`src/rtl/core/etbs_pkg.sv`:
```
package etbs_pkg;

  localparam int SIDE_W     = 11;
  localparam int SAMPLE_W   = 16;
  localparam int ALT_W      = 24;
  localparam int CFG_IDX_W  = 2;
  localparam int CFG_DATA_W = 16;

  localparam int QDEPTH = 4;
  localparam int QPTR_W = 2;
  localparam int QCNT_W = 3;

  localparam logic [CFG_IDX_W-1:0] REG_TILE_SIDE    = 2'd0;
  localparam logic [CFG_IDX_W-1:0] REG_TILE_PRESENT = 2'd1;
  localparam logic [CFG_IDX_W-1:0] REG_VOID_CODE    = 2'd2;

  localparam logic [SIDE_W-1:0]   SIDE_RESET = 11'd1201;
  localparam logic [SIDE_W-1:0]   SIDE_MIN   = 11'd2;
  localparam logic [SAMPLE_W-1:0] VOID_RESET = 16'h8000;

  localparam logic KIND_LOAD  = 1'b0;
  localparam logic KIND_QUERY = 1'b1;

  typedef enum logic [2:0] {
    SQ_IDLE,
    SQ_RD00,
    SQ_RD10,
    SQ_RD01,
    SQ_RD11,
    SQ_WR
  } seq_state_t;

  typedef enum logic [1:0] {
    TAP_00,
    TAP_10,
    TAP_01,
    TAP_11
  } tap_t;

  typedef struct packed {
    logic a_vld;
    logic b_vld;
  } fe_status_t;

  typedef struct packed {
    logic                empty;
    logic [QCNT_W-1:0]   count;
  } q_status_t;

endpackage

```
`src/rtl/core/etbs_queue.sv`:
```
module etbs_queue #(
  parameter int WIDTH = 8
) (
  input  logic                 clk,
  input  logic                 rst_n,
  input  logic                 push,
  input  logic [WIDTH-1:0]     push_data,
  input  logic                 pop,
  output logic [WIDTH-1:0]     head_data,
  output etbs_pkg::q_status_t  status
);

  logic [WIDTH-1:0]               ent_r [etbs_pkg::QDEPTH];
  logic [etbs_pkg::QPTR_W-1:0]    wr_ptr_r;
  logic [etbs_pkg::QPTR_W-1:0]    rd_ptr_r;
  logic [etbs_pkg::QCNT_W-1:0]    count_r;
  logic [etbs_pkg::QCNT_W-1:0]    count_nxt;

  always_comb begin
    count_nxt = count_r;
    unique case ({push, pop})
      2'b10:   count_nxt = count_r + etbs_pkg::QCNT_W'(1);
      2'b01:   count_nxt = count_r - etbs_pkg::QCNT_W'(1);
      default: count_nxt = count_r;
    endcase
  end

  always_ff @(posedge clk) begin
    if (!rst_n) begin
      wr_ptr_r <= '0;
      rd_ptr_r <= '0;
      count_r  <= '0;
    end else begin
      if (push) wr_ptr_r <= wr_ptr_r + etbs_pkg::QPTR_W'(1);
      if (pop)  rd_ptr_r <= rd_ptr_r + etbs_pkg::QPTR_W'(1);
      count_r <= count_nxt;
    end
  end

  always_ff @(posedge clk) begin
    if (push) begin
      ent_r[wr_ptr_r] <= push_data;
    end
  end

  assign head_data    = ent_r[rd_ptr_r];
  assign status.empty = (count_r == '0);
  assign status.count = count_r;

endmodule

```
`config.mk`:
```
export PLATFORM = sky130hd
export DESIGN_NAME = etbs_queue
export DESIGN_NICKNAME = d
export VERILOG_FILES = /design/src/rtl/core/etbs_pkg.sv /design/src/rtl/core/etbs_queue.sv
export SDC_FILE = /design/constraint.sdc
export NUM_CORES = 1
export LEC_CHECK = 0
export BUFFER_PORTS_ARGS = -buffer_cell sky130_fd_sc_hd__buf_2
export CORE_MARGIN = 3
export CORE_UTILIZATION = 55
export DETAILED_ROUTE_END_ITERATION = 10
export PLACE_DENSITY = 0.77
export SYNTH_ARGS = -nofsm -noshare
export SYNTH_HDL_FRONTEND = slang
export SYNTH_SLANG_ARGS = --single-unit
```
`constraint.sdc`:
```
create_clock -name clk -period 2.12 [get_ports clk]
set_clock_uncertainty 0.15 [all_clocks]
set_input_delay 0.424 -clock clk [delete_from_list [all_inputs] [get_ports clk]]
set_output_delay 0.424 -clock clk [all_outputs]
set_load 0.01 [all_outputs]
```
==> flow_summary.yaml <==
yosys:
  synthTopCellsByArea: "edfxtp_1, dfxtp_1, mux4_2"
  yosysSeqAreaShare_pct: 71.2
  synth_top_family_by_area: "multiplexers"
  synth_mux_area_share_pct: 11.9
  synthSimpleGateAreaFrac_pct: 5.47
  syn_inst: 87
  syn_nets: 105
  synth.avg_cell_area_sq_um: 18.4
  synth.distinct_cells: 18
  synthesis.area_sq_um: 1600
  ys_warn_count: 0
  synth_top_area_share_pct: 60.0
  synth-compound-area-share_pct: 1.09
  synth_seq_cells: 41
  synth_top_area_cell: "edfxtp_1"
  synthXorXnorAreaFrac_pct: 2.73
  synthAdderAreaFrac_pct: 5.16
final_layout:
  finalInstanceArea_sq_um: 1810
  seq_area_sq_um: 1140
  fin_cells: 147
  antenna_cells: 0
  final_cell_mix: "edfxtp_1, buf_2, and2_1"
  multiInputGateArea_sq_um: 422
  drive_above_1_share_pct: 34.2
  fin_util_pct: 69.3
  areaGrowthSynthToFinish_pct: 13.0
  fillers: 191
  layout_commonest_cell: "edfxtp_1"
  finalNetCount: 134
sta:
  setup_viol: 0
  worst_pin_slew_ps: 437
  min_period_ps: 2060
  slew_violations: 0
  maxSlewHeadroom_pct: 70.9
  final_hold_viol_count: 0
  period_share_pct: 97.0
  worst_hold_slack_ps: 148
  grt_setup_unrepaired: "false"
  max_freq_ghz: 0.486
placed_design:
  placed_area_sq_um: 1750
  gp_congestion: 0.706
  io_buffers: 23
  place_hpwl_um: 1760
  dp_cells: 139
floorplanning:
  start_util_pct: 61.3
  die_h_um: 60.0
  core_sq_um: 2610
  die_area_sq_um: 3600
  ios: 24
  fp-row-count: 18
  die_w_um: 60.0
worst_setup_path:
  cp_max_fo: 8
  critPathRequiredTime_ps: 1550
  cp_slowest_cell: "mux4_2"
  worstPathCellList: "buf_12 > mux4_2 > buf_2"
  crit_path_max_incr_delay_ps: 500
  ff2ff_path_depth: 5
  cp-start-kind: "flip-flop"
  cp-end-kind: "primary output"
  cp.arrival_ps: 1480
  cp_top_family: "multiplexers"
  critical_path_class: "reg -> out"
  crit_cells: 3
  crit_buf_inv: 2
clock_tree:
  cts_root_buffer: "clkbuf_4"
  htree_levels: 2
  clkSinkCount: 41
  insertion_delay_ps: 330
  cts_tree: "done"
  cts_hold_buf: 0
  cts_buffer_depth: 2
  cts_buffers: 5
  clk_pin_slew_ps: 110
grt:
  overflow: 0
  antenna_found_initial: 0
  grt_usage_pct: 15.8
  grt_max_degree: 13
  grt_pass1_wl_um: 3820
  grt_pass1_vias: 800
power:
  leakage_nw: 0.668
  ir_worst_vdd_mv: 0.712
  finalPower_mw: 1.51
  p_per_area_nw_per_um2: 832
drt:
  first_pass_iters: 4
  drc: 0
  wire_per_inst_um: 16.5
  via_per_inst: 5.35
  routed_wirelength_um: 2420
  drtAntennaViolNets: 0
  vias: 786
  first_iter_violations: 32
min_path:
  hold_class: "in -> reg"
  hold_depth: 1
flow_run:
  cap_violations: 0
outcome:
  status: "finished clean"
-- cell families after synthesis --
kind of cell	Yosys count
AO/OA/AOI/OAI	3
XOR/XNOR	5
adder cells (fa/ha/maj)	6
buffers and inverters	8
flip-flops	41
multiplexers	9
AND/OR/NAND/NOR	15
-- what timing repair did --
action | 4_1_cts | 5_1_grt
resized for setup | 1 | 3
gates cloned | 0 | 0
setup buffers | 0 | 0
setup endpoints to repair | 5 | 8
-- final timing paths --
path / startpoint / end / slack [ps]
setup / recovery: flip-flop / head_data[5] / 60
hold / removal: push_data[1] / ent_r[0][1]$_DFFE_PP_ / 150
setup reg to reg: count_r[0]$_SDFFE_PN0P_ / count_r[2]$_SDFFE_PN0P_ / 320
hold reg to reg: count_r[2]$_SDFFE_PN0P_ / count_r[2]$_SDFFE_PN0P_ / 400
-- cells in the mapped netlist (all sizes together) --
library cell	n
clkbuf	1
nor2b	1
fa	1
nand2	2
xor2	3
and2	10
edfxtp	32
buf	1
ha	5
or3	1
nor3	1
inv	6
a21boi	1
mux2i	1
mux4	8
o21ai	2
xnor2	2
dfxtp	9
-- layout make-up --
cell class / count / share of cell area [%]
tap: 30 / 2.07
inverter: 6 / 1.24
timing repair buffer: 24 / 7.46
sequential: 41 / 63.1
clock inverter: 2 / 0.553
multi-input combinational: 38 / 23.3
clock buffer: 6 / 2.28
-- where the power goes --
part / total, mW / switching (mW) / internal (mW)
clock network: 0.359 / 0.232 / 0.126
logic: 0.206 / 0.0999 / 0.106
registers: 0.942 / 0.0269 / 0.915
total: 1.51 / 0.359 / 1.15
-- state kept, by name (all words and copies together), names as in the netlist, named ones only --
signal,cells
count_r,3
ent_r,32
wr_ptr_r,2
rd_ptr_r,2
-- stage by stage --
| step | setup slack, ps | TNS [ps] |
|---|---|---|
| after CTS | 5.80 | 0 |
| after floorplan | 279 | 0 |
| after global placement | 98.5 | 0 |
| after global routing | 3.15 | 0 |
| after detailed placement | -17.3 | -17.3 |
| final | 62.7 | 0 |
-- routing by layer --
| metal | wire, um | vias up | share of wire [%] | GRT usage, % |
|---|---|---|---|---|
| li1 | - | 379 | - | - |
| met1 | 1020 | 385 | 42 | 18.5 |
| met2 | 1270 | 17 | 52 | 26.9 |
| met3 | 100 | 5 | 4.1 | 5.18 |
| met4 | 27 | 0 | 1.1 | 5.70 |
| met5 | 0 | - | 0 | 0 |
No activity file was read; power rests on OpenSTA's default activity.
