$ cat src/rtl/core/etbs_pkg.sv
package etbs_pkg;

  localparam int SIDE_W     = 11;
  localparam int SAMPLE_W   = 16;
  localparam int ALT_W      = 24;
  localparam int CFG_IDX_W  = 2;
  localparam int CFG_DATA_W = 16;

  localparam int QDEPTH = 4;
  localparam int QPTR_W = 2;
  localparam int QCNT_W = 3;

  localparam logic [CFG_IDX_W-1:0] REG_TILE_SIDE    = 2'd0;
  localparam logic [CFG_IDX_W-1:0] REG_TILE_PRESENT = 2'd1;
  localparam logic [CFG_IDX_W-1:0] REG_VOID_CODE    = 2'd2;

  localparam logic [SIDE_W-1:0]   SIDE_RESET = 11'd1201;
  localparam logic [SIDE_W-1:0]   SIDE_MIN   = 11'd2;
  localparam logic [SAMPLE_W-1:0] VOID_RESET = 16'h8000;

  localparam logic KIND_LOAD  = 1'b0;
  localparam logic KIND_QUERY = 1'b1;

  typedef enum logic [2:0] {
    SQ_IDLE,
    SQ_RD00,
    SQ_RD10,
    SQ_RD01,
    SQ_RD11,
    SQ_WR
  } seq_state_t;

  typedef enum logic [1:0] {
    TAP_00,
    TAP_10,
    TAP_01,
    TAP_11
  } tap_t;

  typedef struct packed {
    logic a_vld;
    logic b_vld;
  } fe_status_t;

  typedef struct packed {
    logic                empty;
    logic [QCNT_W-1:0]   count;
  } q_status_t;

endpackage

$ cat src/rtl/core/etbs_front.sv
module etbs_front #(
  parameter int MAX_SIDE    = 1201,
  parameter int FRAC_BITS   = 20,
  parameter int WEIGHT_BITS = 16,
  localparam int DEPTH      = MAX_SIDE * MAX_SIDE,
  localparam int ADDR_W     = $clog2(DEPTH),
  localparam int ENTRY_W    = ADDR_W + 2 * WEIGHT_BITS + etbs_pkg::SAMPLE_W
                              + etbs_pkg::SIDE_W + 2
) (
  input  logic                          clk,
  input  logic                          rst_n,
  input  logic                          accept,
  input  logic                          in_kind,
  input  logic [20:0]                   in_load_index,
  input  logic [etbs_pkg::SAMPLE_W-1:0] in_sample_word,
  input  logic [FRAC_BITS-1:0]          in_lat_frac,
  input  logic [FRAC_BITS-1:0]          in_lon_frac,
  input  logic [etbs_pkg::SIDE_W-1:0]   tile_side,
  input  logic                          tile_present,
  output logic                          push,
  output logic [ENTRY_W-1:0]            push_data,
  output etbs_pkg::fe_status_t          status
);

  localparam int SW  = etbs_pkg::SIDE_W;
  localparam int P_W = FRAC_BITS + SW;
  localparam int R_W = 2 * SW;

  logic [SW-1:0]  side_c;
  logic [SW-1:0]  span;

  logic                          a_vld_r;
  logic                          a_keep_r;
  logic                          a_kind_r;
  logic                          a_nt_r;
  logic [20:0]                   a_idx_r;
  logic [etbs_pkg::SAMPLE_W-1:0] a_data_r;
  logic [SW-1:0]                 a_side_r;
  logic [P_W-1:0]                a_px_r;
  logic [P_W-1:0]                a_py_r;

  logic [SW-1:0]          ix;
  logic [SW-1:0]          iy;
  logic [SW-1:0]          row;
  logic [FRAC_BITS-1:0]   frx;
  logic [FRAC_BITS-1:0]   fry;
  logic [WEIGHT_BITS-1:0] wx;
  logic [WEIGHT_BITS-1:0] wy;

  logic                          b_vld_r;
  logic                          b_kind_r;
  logic                          b_nt_r;
  logic [20:0]                   b_idx_r;
  logic [etbs_pkg::SAMPLE_W-1:0] b_data_r;
  logic [SW-1:0]                 b_side_r;
  logic [SW-1:0]                 b_ix_r;
  logic [R_W-1:0]                b_rowp_r;
  logic [WEIGHT_BITS-1:0]        b_wx_r;
  logic [WEIGHT_BITS-1:0]        b_wy_r;
  logic [ADDR_W-1:0]             b_addr;

  always_comb begin
    priority if (tile_side < etbs_pkg::SIDE_MIN) begin
      side_c = etbs_pkg::SIDE_MIN;
    end else if (32'(tile_side) > MAX_SIDE) begin
      side_c = SW'(MAX_SIDE);
    end else begin
      side_c = tile_side;
    end
    span = side_c - SW'(1);
  end

  // stage A: scale both fractions by side - 1
  always_ff @(posedge clk) begin
    if (!rst_n) begin
      a_vld_r <= 1'b0;
    end else begin
      a_vld_r <= accept;
    end
  end

  always_ff @(posedge clk) begin
    if (accept) begin
      a_kind_r <= in_kind;
      a_keep_r <= (in_kind == etbs_pkg::KIND_QUERY) || (32'(in_load_index) < DEPTH);
      a_nt_r   <= !tile_present;
      a_idx_r  <= in_load_index;
      a_data_r <= in_sample_word;
      a_side_r <= side_c;
      a_px_r   <= P_W'(in_lon_frac) * P_W'(span);
      a_py_r   <= P_W'(in_lat_frac) * P_W'(span);
    end
  end

  // stage B: split position, row base offset
  assign ix  = a_px_r[P_W-1:FRAC_BITS];
  assign iy  = a_py_r[P_W-1:FRAC_BITS];
  assign frx = a_px_r[FRAC_BITS-1:0];
  assign fry = a_py_r[FRAC_BITS-1:0];
  assign row = a_side_r - SW'(1) - iy;

  if (FRAC_BITS >= WEIGHT_BITS) begin : g_wtrunc
    assign wx = frx[FRAC_BITS-1 -: WEIGHT_BITS];
    assign wy = fry[FRAC_BITS-1 -: WEIGHT_BITS];
  end else begin : g_wpad
    assign wx = {frx, {(WEIGHT_BITS - FRAC_BITS){1'b0}}};
    assign wy = {fry, {(WEIGHT_BITS - FRAC_BITS){1'b0}}};
  end

  always_ff @(posedge clk) begin
    if (!rst_n) begin
      b_vld_r <= 1'b0;
    end else begin
      b_vld_r <= a_vld_r && a_keep_r;
    end
  end

  always_ff @(posedge clk) begin
    if (a_vld_r) begin
      b_kind_r <= a_kind_r;
      b_nt_r   <= a_nt_r;
      b_idx_r  <= a_idx_r;
      b_data_r <= a_data_r;
      b_side_r <= a_side_r;
      b_ix_r   <= ix;
      b_rowp_r <= R_W'(a_side_r) * R_W'(row);
      b_wx_r   <= wx;
      b_wy_r   <= wy;
    end
  end

  assign b_addr = (b_kind_r == etbs_pkg::KIND_QUERY) ?
                  ADDR_W'(b_rowp_r + R_W'(b_ix_r)) : ADDR_W'(b_idx_r);

  assign push      = b_vld_r;
  assign push_data = {b_kind_r, b_nt_r, b_side_r, b_data_r, b_wy_r, b_wx_r, b_addr};

  assign status.a_vld = a_vld_r;
  assign status.b_vld = b_vld_r;

endmodule

$ cat config.mk
export PLATFORM = sky130hd
export DESIGN_NAME = etbs_front
export DESIGN_NICKNAME = d
export VERILOG_FILES = /design/src/rtl/core/etbs_pkg.sv /design/src/rtl/core/etbs_front.sv
export SDC_FILE = /design/constraint.sdc
export NUM_CORES = 1
export LEC_CHECK = 0
export ABC_AREA = 0
export BUFFER_PORTS_ARGS = -buffer_cell sky130_fd_sc_hd__buf_2
export CAP_MARGIN = 0
export CORE_MARGIN = 2
export CORE_UTILIZATION = 29
export DETAILED_ROUTE_END_ITERATION = 8
export HOLD_SLACK_MARGIN = 0.08
export PLACE_DENSITY = 0.49
export SYNTH_ARGS = -nofsm -noshare
export SYNTH_HDL_FRONTEND = slang
export SYNTH_SLANG_ARGS = --single-unit
$ cat constraint.sdc
create_clock -name clk -period 6.96 [get_ports clk]
set_input_delay 0 -clock clk [delete_from_list [all_inputs] [get_ports clk]]
set_output_delay 0 -clock clk [all_outputs]
set_load 0.05 [all_outputs]
==> run metrics, run 1 <==
Post-Synth Adder-Cell Area=41.4%; compound-gate portion of the synthesized area=5.98%; num rows=109; max-slew violation count=0; max_cap viols=0; syn_area_per_cell=10.2 um^2; Crit path arrival time=7.01 ns; Tmin final=6.69 ns; drt via density=4.41; drc violations=12; final hold violations=0; Post-Synth Simple-Gate Area=14.7%; clock buffer depth=3; Routed Antenna Nets=0; Seq/Total Area, Yosys=25.5%; footprint of the multi-input gates=0.0174 mm^2; worst slew pin tran=0.802 ns; H-tree depth=1; commonest non-fill, non-tap cell in the layout=inv_1; Worst-Skew Late Latency=0.62 ns; final setup violating endpoints=0; xor and xnor area share after synthesis=3.48%; CP max stage delay=0.56 ns; post-route setup TNS=0 ns; clk sinks=221; FMAX=150 MHz; Num CTS Buffers=28; first-pass GRT wire length=107000 um; sequential cell area=0.00662 mm^2; Worst setup EP type=flip-flop; busiest layer in global routing=met2; nets@finish=3607; largest family of logic cells by synthesized area=adder cells; min-delay worst type=input pin to flip-flop; RePlAce Congestion=0.804; Hold Worst Slack=0.111 ns; layout cell share with drive strength beyond 1=17.2%; syn nets=3248; core area=0.0885 mm^2; I/O Pins=178; routing usage on met1=19.4%; Clock Pin Slew Worst Setup and Hold Paths=0.06 ns; GRT met3 Usage=1.79%; Crit path buffers/inverters=10; slowest CP cell=dlygate4sd3_1; cell mode on critical path=buf_4; Yosys reg bits=221; outcome=finished, violations left; Critical Setup Path Class=input pin to flip-flop; Die Height=303 um; DP Cell Count=3962; initial antenna violation count=2; WL per Instance=16.5 um; failing checks=design-rule violations; Yosys top cell by area=fa_1; routed wire length=67500 um; Setup crit start kind=input pin; mux contribution to synthesized area=0.512%; EDFF count, synth=219; number of fill cells=8947; drt pass-1 iters=7; most frequent cells in the layout=448 x inv_1, 402 x fa_1, 370 x nand2_1; Final Skew=0.0463 ns; met2 Resource Use GR=26.9%; Inserted Diodes=0; HPWL after DPL=54900 um; Period Utilization, post-route=96.1%; Crit path max-delay family=adder cells; asr flop ratio synth=0%; Buffers on Ports=177; pin count of the biggest net entering global routing=56; Initial Util=29.3%; vias in the first global route=19051; Synth top area share=31.1%; Crit path required time=7.29 ns; die area=0.0918 mm^2; slew margin rel.=46.5%; ys flop type=edfxtp_1; Area Growth Syn to Fin=21.0%; Die Wd=303 um; Mapped Cells=2540; CP max FO=22; via count=18031; GRT Util Overall=14.9%; Root Driver=clkbuf_16; remaining global-route overflow=0; CTS tree=yes; synth unique cells=73; Mapped Area=0.0259 mm^2; initial DRC count=621; fin cells=4086; Ys Warns=0; Synth area leaders=fa_1 31%, edfxtp_1 25%, ha_1 10%, inv_1 6.5%, nand2_1 5.4%
stage by stage:
step | setup WS (ns) | cell area, um^2 | utilization [%]
after floorplan | 0.00998 | 25900 | -
after global placement | -0.262 | 29500 | 33.3
after detailed placement | -0.231 | 29500 | 33.3
after CTS | 0.0208 | 31100 | 35.1
after global routing | -0.000711 | 31400 | 35.4
final | 0.272 | 31400 | 35.4
cell usage after synthesis, drive strengths merged, types with 3 or more instances:
cell	n
a31oi	11
nand2	371
ha	212
a21o	26
nor2	77
o211ai	9
o211a	3
a21boi	6
nand4b	3
and2	187
xnor2	70
o21ai	41
nand3	16
inv	448
a211oi	8
nor3	26
and3	9
o21bai	13
nand4	3
o31ai	6
clkbuf	109
or2	5
nor2b	30
edfxtp	219
nand3b	6
o21a	11
nor4	4
fa	403
nand2b	43
a221oi	3
a21oi	74
xor2	33
or3	5
mux2	10
a2111oi	3
buf	8
routing by layer:
metal / wire [um] / up-vias / share of wire, %
met5: 21 / - / 0.031
met4: 1310 / 4 / 1.9
met3: 2320 / 75 / 3.4
met2: 33800 / 236 / 50
met1: 30100 / 9046 / 45
li1: - / 8670 / -
what timing repair did:
| action | in CTS | in global routing |
|---|---|---|
| resized for setup | 0 | 43 |
| hold endpoints to repair | 76 | 0 |
| setup endpoints to repair | 0 | 18 |
| buffers inserted | 0 | 7 |
| hold buffers | 65 | 0 |
worst paths after layout:
| kind | endpoint | cells after the start | slack, ns | startpoint |
|---|---|---|---|---|
| setup / recovery | a_px_r[24] | 32 | 0.27 | tile_side[5] |
| hold / removal | a_data_r[2] | 2 | 0.11 | in_sample_word[2] |
| setup reg to reg | b_rowp_r[20] | 29 | 0.35 | a_py_r[20] |
| hold reg to reg | b_wy_r[3] | 0 | 0.41 | a_py_r[7] |
flip-flops by register name (all words and copies together), names as in the netlist, 21 cells and up:
signal    cells
b_rowp_r     21
a_idx_r      21
b_idx_r      21
a_px_r       27
a_py_r       27
logic make-up after synthesis:
kind of cell | count (synthesis)
buffers and inverters | 566
XOR/XNOR | 103
AO/OA/AOI/OAI | 232
flip-flops | 221
multiplexers | 12
AND/OR/NAND/NOR | 791
adder cells (fa/ha/maj) | 615
cell type report:
class | count | share of cell area (%)
clock buffer | 29 | 2.25
clock inverter | 23 | 0.842
inverter | 448 | 5.36
multi-input combinational | 1753 | 55.5
sequential | 221 | 21.1
tap | 1165 | 4.65
timing repair buffer | 447 | 10.3
Power of run 1 is left out: the tool's default activity adds up to more than one toggle a clock period on the data nets, which glitch-free logic cannot reach.
==> run 2, diff against run 1 <==
Settings changed: CTS_BUF_LIST set to sky130_fd_sc_hd__clkbuf_2 sky130_fd_sc_hd__clkbuf_4 sky130_fd_sc_hd__clkbuf_8.
==> run 2 against run 1 <==
The run still ends with design-rule violations left. Cell count rose by 0.71%. Non-clock buffer count up 9. Wire length up 0.68%. Utilization shrank 0.076 points. Critical path type unchanged.
==> run metrics, run 2 (synthesis gave the netlist of run 1 again) <==
final setup violating endpoints=0 (unchanged); via count=18169 (was 18031); drt pass-1 iters=7 (unchanged); fin cells=4115 (was 4086); nets@finish=3629 (was 3607); slew margin rel.=45.7% (was 46.5%); slowest CP cell=fa_1 (was dlygate4sd3_1); worst hold stages=2 (unchanged); Top Registers=a_px_r: 27 flops, a_py_r: 27 flops (unchanged); Buffers on Ports=177 (unchanged); Tmin final=6.74 ns (was 6.69 ns); max_cap viols=0 (unchanged); H-tree depth=2 (was 1); Num CTS Buffers=41 (was 28); CP max FO=8 (was 22); GRT met3 Usage=1.96% (was 1.79%); pin count of the biggest net entering global routing=56 (unchanged); DP Cell Count=3962 (unchanged); Setup crit start kind=input pin (unchanged); vias in the first global route=19182 (was 19051); drt via density=4.42 (was 4.41); Root Driver=clkbuf_8 (was clkbuf_16); Clock Pin Slew Worst Setup and Hold Paths=0.05 ns (was 0.06 ns); cell mode on critical path=fa_1 (was buf_4); most frequent cells in the layout=448 x inv_1, 402 x fa_1, 370 x nand2_1 (unchanged); routing usage on met1=19.3% (was 19.4%); busiest layer in global routing=met2 (unchanged); met2 Resource Use GR=26.9% (unchanged); HPWL after DPL=54900 um (unchanged); layout cell share with drive strength beyond 1=17.6% (was 17.2%); Area Growth Syn to Fin=20.8% (was 21.0%); Final Cell Area=0.0313 mm^2 (was 0.0314 mm^2); num rows=109 (unchanged); CTS tree=yes (unchanged); I/O Pins=178 (unchanged); commonest non-fill, non-tap cell in the layout=inv_1 (unchanged); Routed Antenna Nets=0 (unchanged); footprint of the multi-input gates=0.0174 mm^2 (about the same); remaining global-route overflow=0 (unchanged); depth of the most critical reg-to-reg path=29 (unchanged); Placed Area=0.0295 mm^2 (unchanged); max-slew violation count=0 (unchanged); Die Wd=303 um (unchanged); initial antenna violation count=3 (was 2); Worst-Skew Late Latency=0.63 ns (was 0.62 ns); die area=0.0918 mm^2 (unchanged); routed wire length=68000 um (was 67500 um); Die Height=303 um (unchanged); CP max stage delay=0.57 ns (was 0.56 ns); first-pass GRT wire length=107000 um (about the same); outcome=finished, violations left (unchanged); Critical Setup Path Class=input pin to flip-flop (unchanged); Crit path required time=7.34 ns (was 7.29 ns); Worst setup EP type=flip-flop (unchanged); Crit path arrival time=7.11 ns (was 7.01 ns); core area=0.0885 mm^2 (unchanged); GRT Util Overall=15.0% (was 14.9%); Period Utilization, post-route=96.8% (was 96.1%); worst slew pin tran=0.815 ns (was 0.802 ns); sequential cell area=0.00662 mm^2 (unchanged); Final Skew=0.0481 ns (was 0.0463 ns); failing checks=design-rule violations (unchanged); FMAX=148 MHz (was 150 MHz); number of fill cells=8956 (was 8947); WL per Instance=16.5 um (about the same); final hold violations=0 (unchanged); min-delay worst type=input pin to flip-flop (unchanged); Initial Util=29.3% (unchanged); drc violations=12 (unchanged); RePlAce Congestion=0.804 (unchanged); initial DRC count=653 (was 621); clk sinks=221 (unchanged); clock buffer depth=3 (unchanged)
==> run 2: changes by cell type in the layout (fill, tap and decap cells not counted), sizes merged <==
cell         before  now
clkbuf           29   48
clkinv           12   20
dlygate4sd3      65   70
clkinvlp          4    0
buf             382  385
bufinv            4    1
diode             0    1
==> run 2: critical path, delay by kind of cell <==
family	cells	cell delay [ns]
AND/OR/NAND/NOR	9	1.67
buffers and inverters	8	1.39
XOR/XNOR	1	0.12
adder cells (fa/ha/maj)	7	2.95
AO/OA/AOI/OAI	5	0.95
==> run 2: through the flow <==
step / hold WS, ns / worst slack [ns] / setup TNS (ns) / utilization (%)
floorplan: 0.0989 / 0.00998 / 0 / -
detailed placement: 0.178 / -0.231 / -1.12 / 33.3
global route: 0.0983 / -0.0130 / -0.0141 / 35.4
CTS: 0.0802 / 0.0494 / 0 / 34.9
global placement: 0.176 / -0.262 / -1.13 / 33.3
finish: 0.130 / 0.222 / 0 / 35.4
==> run 2: metal layers <==
| metal | wire length (um) | vias to the layer above | share of wire (%) |
|---|---|---|---|
| met2 | 34300 | 247 | 50 |
| met1 | 30400 | 9122 | 45 |
| li1 | - | 8720 | - |
| met4 | 1150 | 4 | 1.7 |
| met3 | 2140 | 76 | 3.1 |
| met5 | 21 | - | 0.031 |
==> run 2: what timing repair did <==
| item | CTS | global route |
|---|---|---|
| setup endpoints to repair | 0 | 17 |
| buffers inserted | 0 | 10 |
| hold endpoints to repair | 77 | 0 |
| hold buffers | 70 | 0 |
| gates resized for setup | 0 | 48 |
==> run 2: area by class of cell <==
cell class | count | area share (%)
tap | 1165 | 4.66
inverter | 448 | 5.37
multi-input combinational | 1753 | 55.7
clock inverter | 24 | 0.476
timing repair buffer | 456 | 10.7
antenna | 1 | 0.00800
sequential | 221 | 21.2
clock buffer | 47 | 1.95
==> run 2: worst paths after layout <==
check,start,endpoint,slack (ns)
worst max-delay path,tile_side[10],a_px_r[24],0.22
worst min-delay path,in_sample_word[3],a_data_r[3],0.13
worst max register to register,a_py_r[20],b_rowp_r[20],0.35
worst min register to register,a_idx_r[0],b_idx_r[0],0.40
Power of run 2 is left out for the same reason.
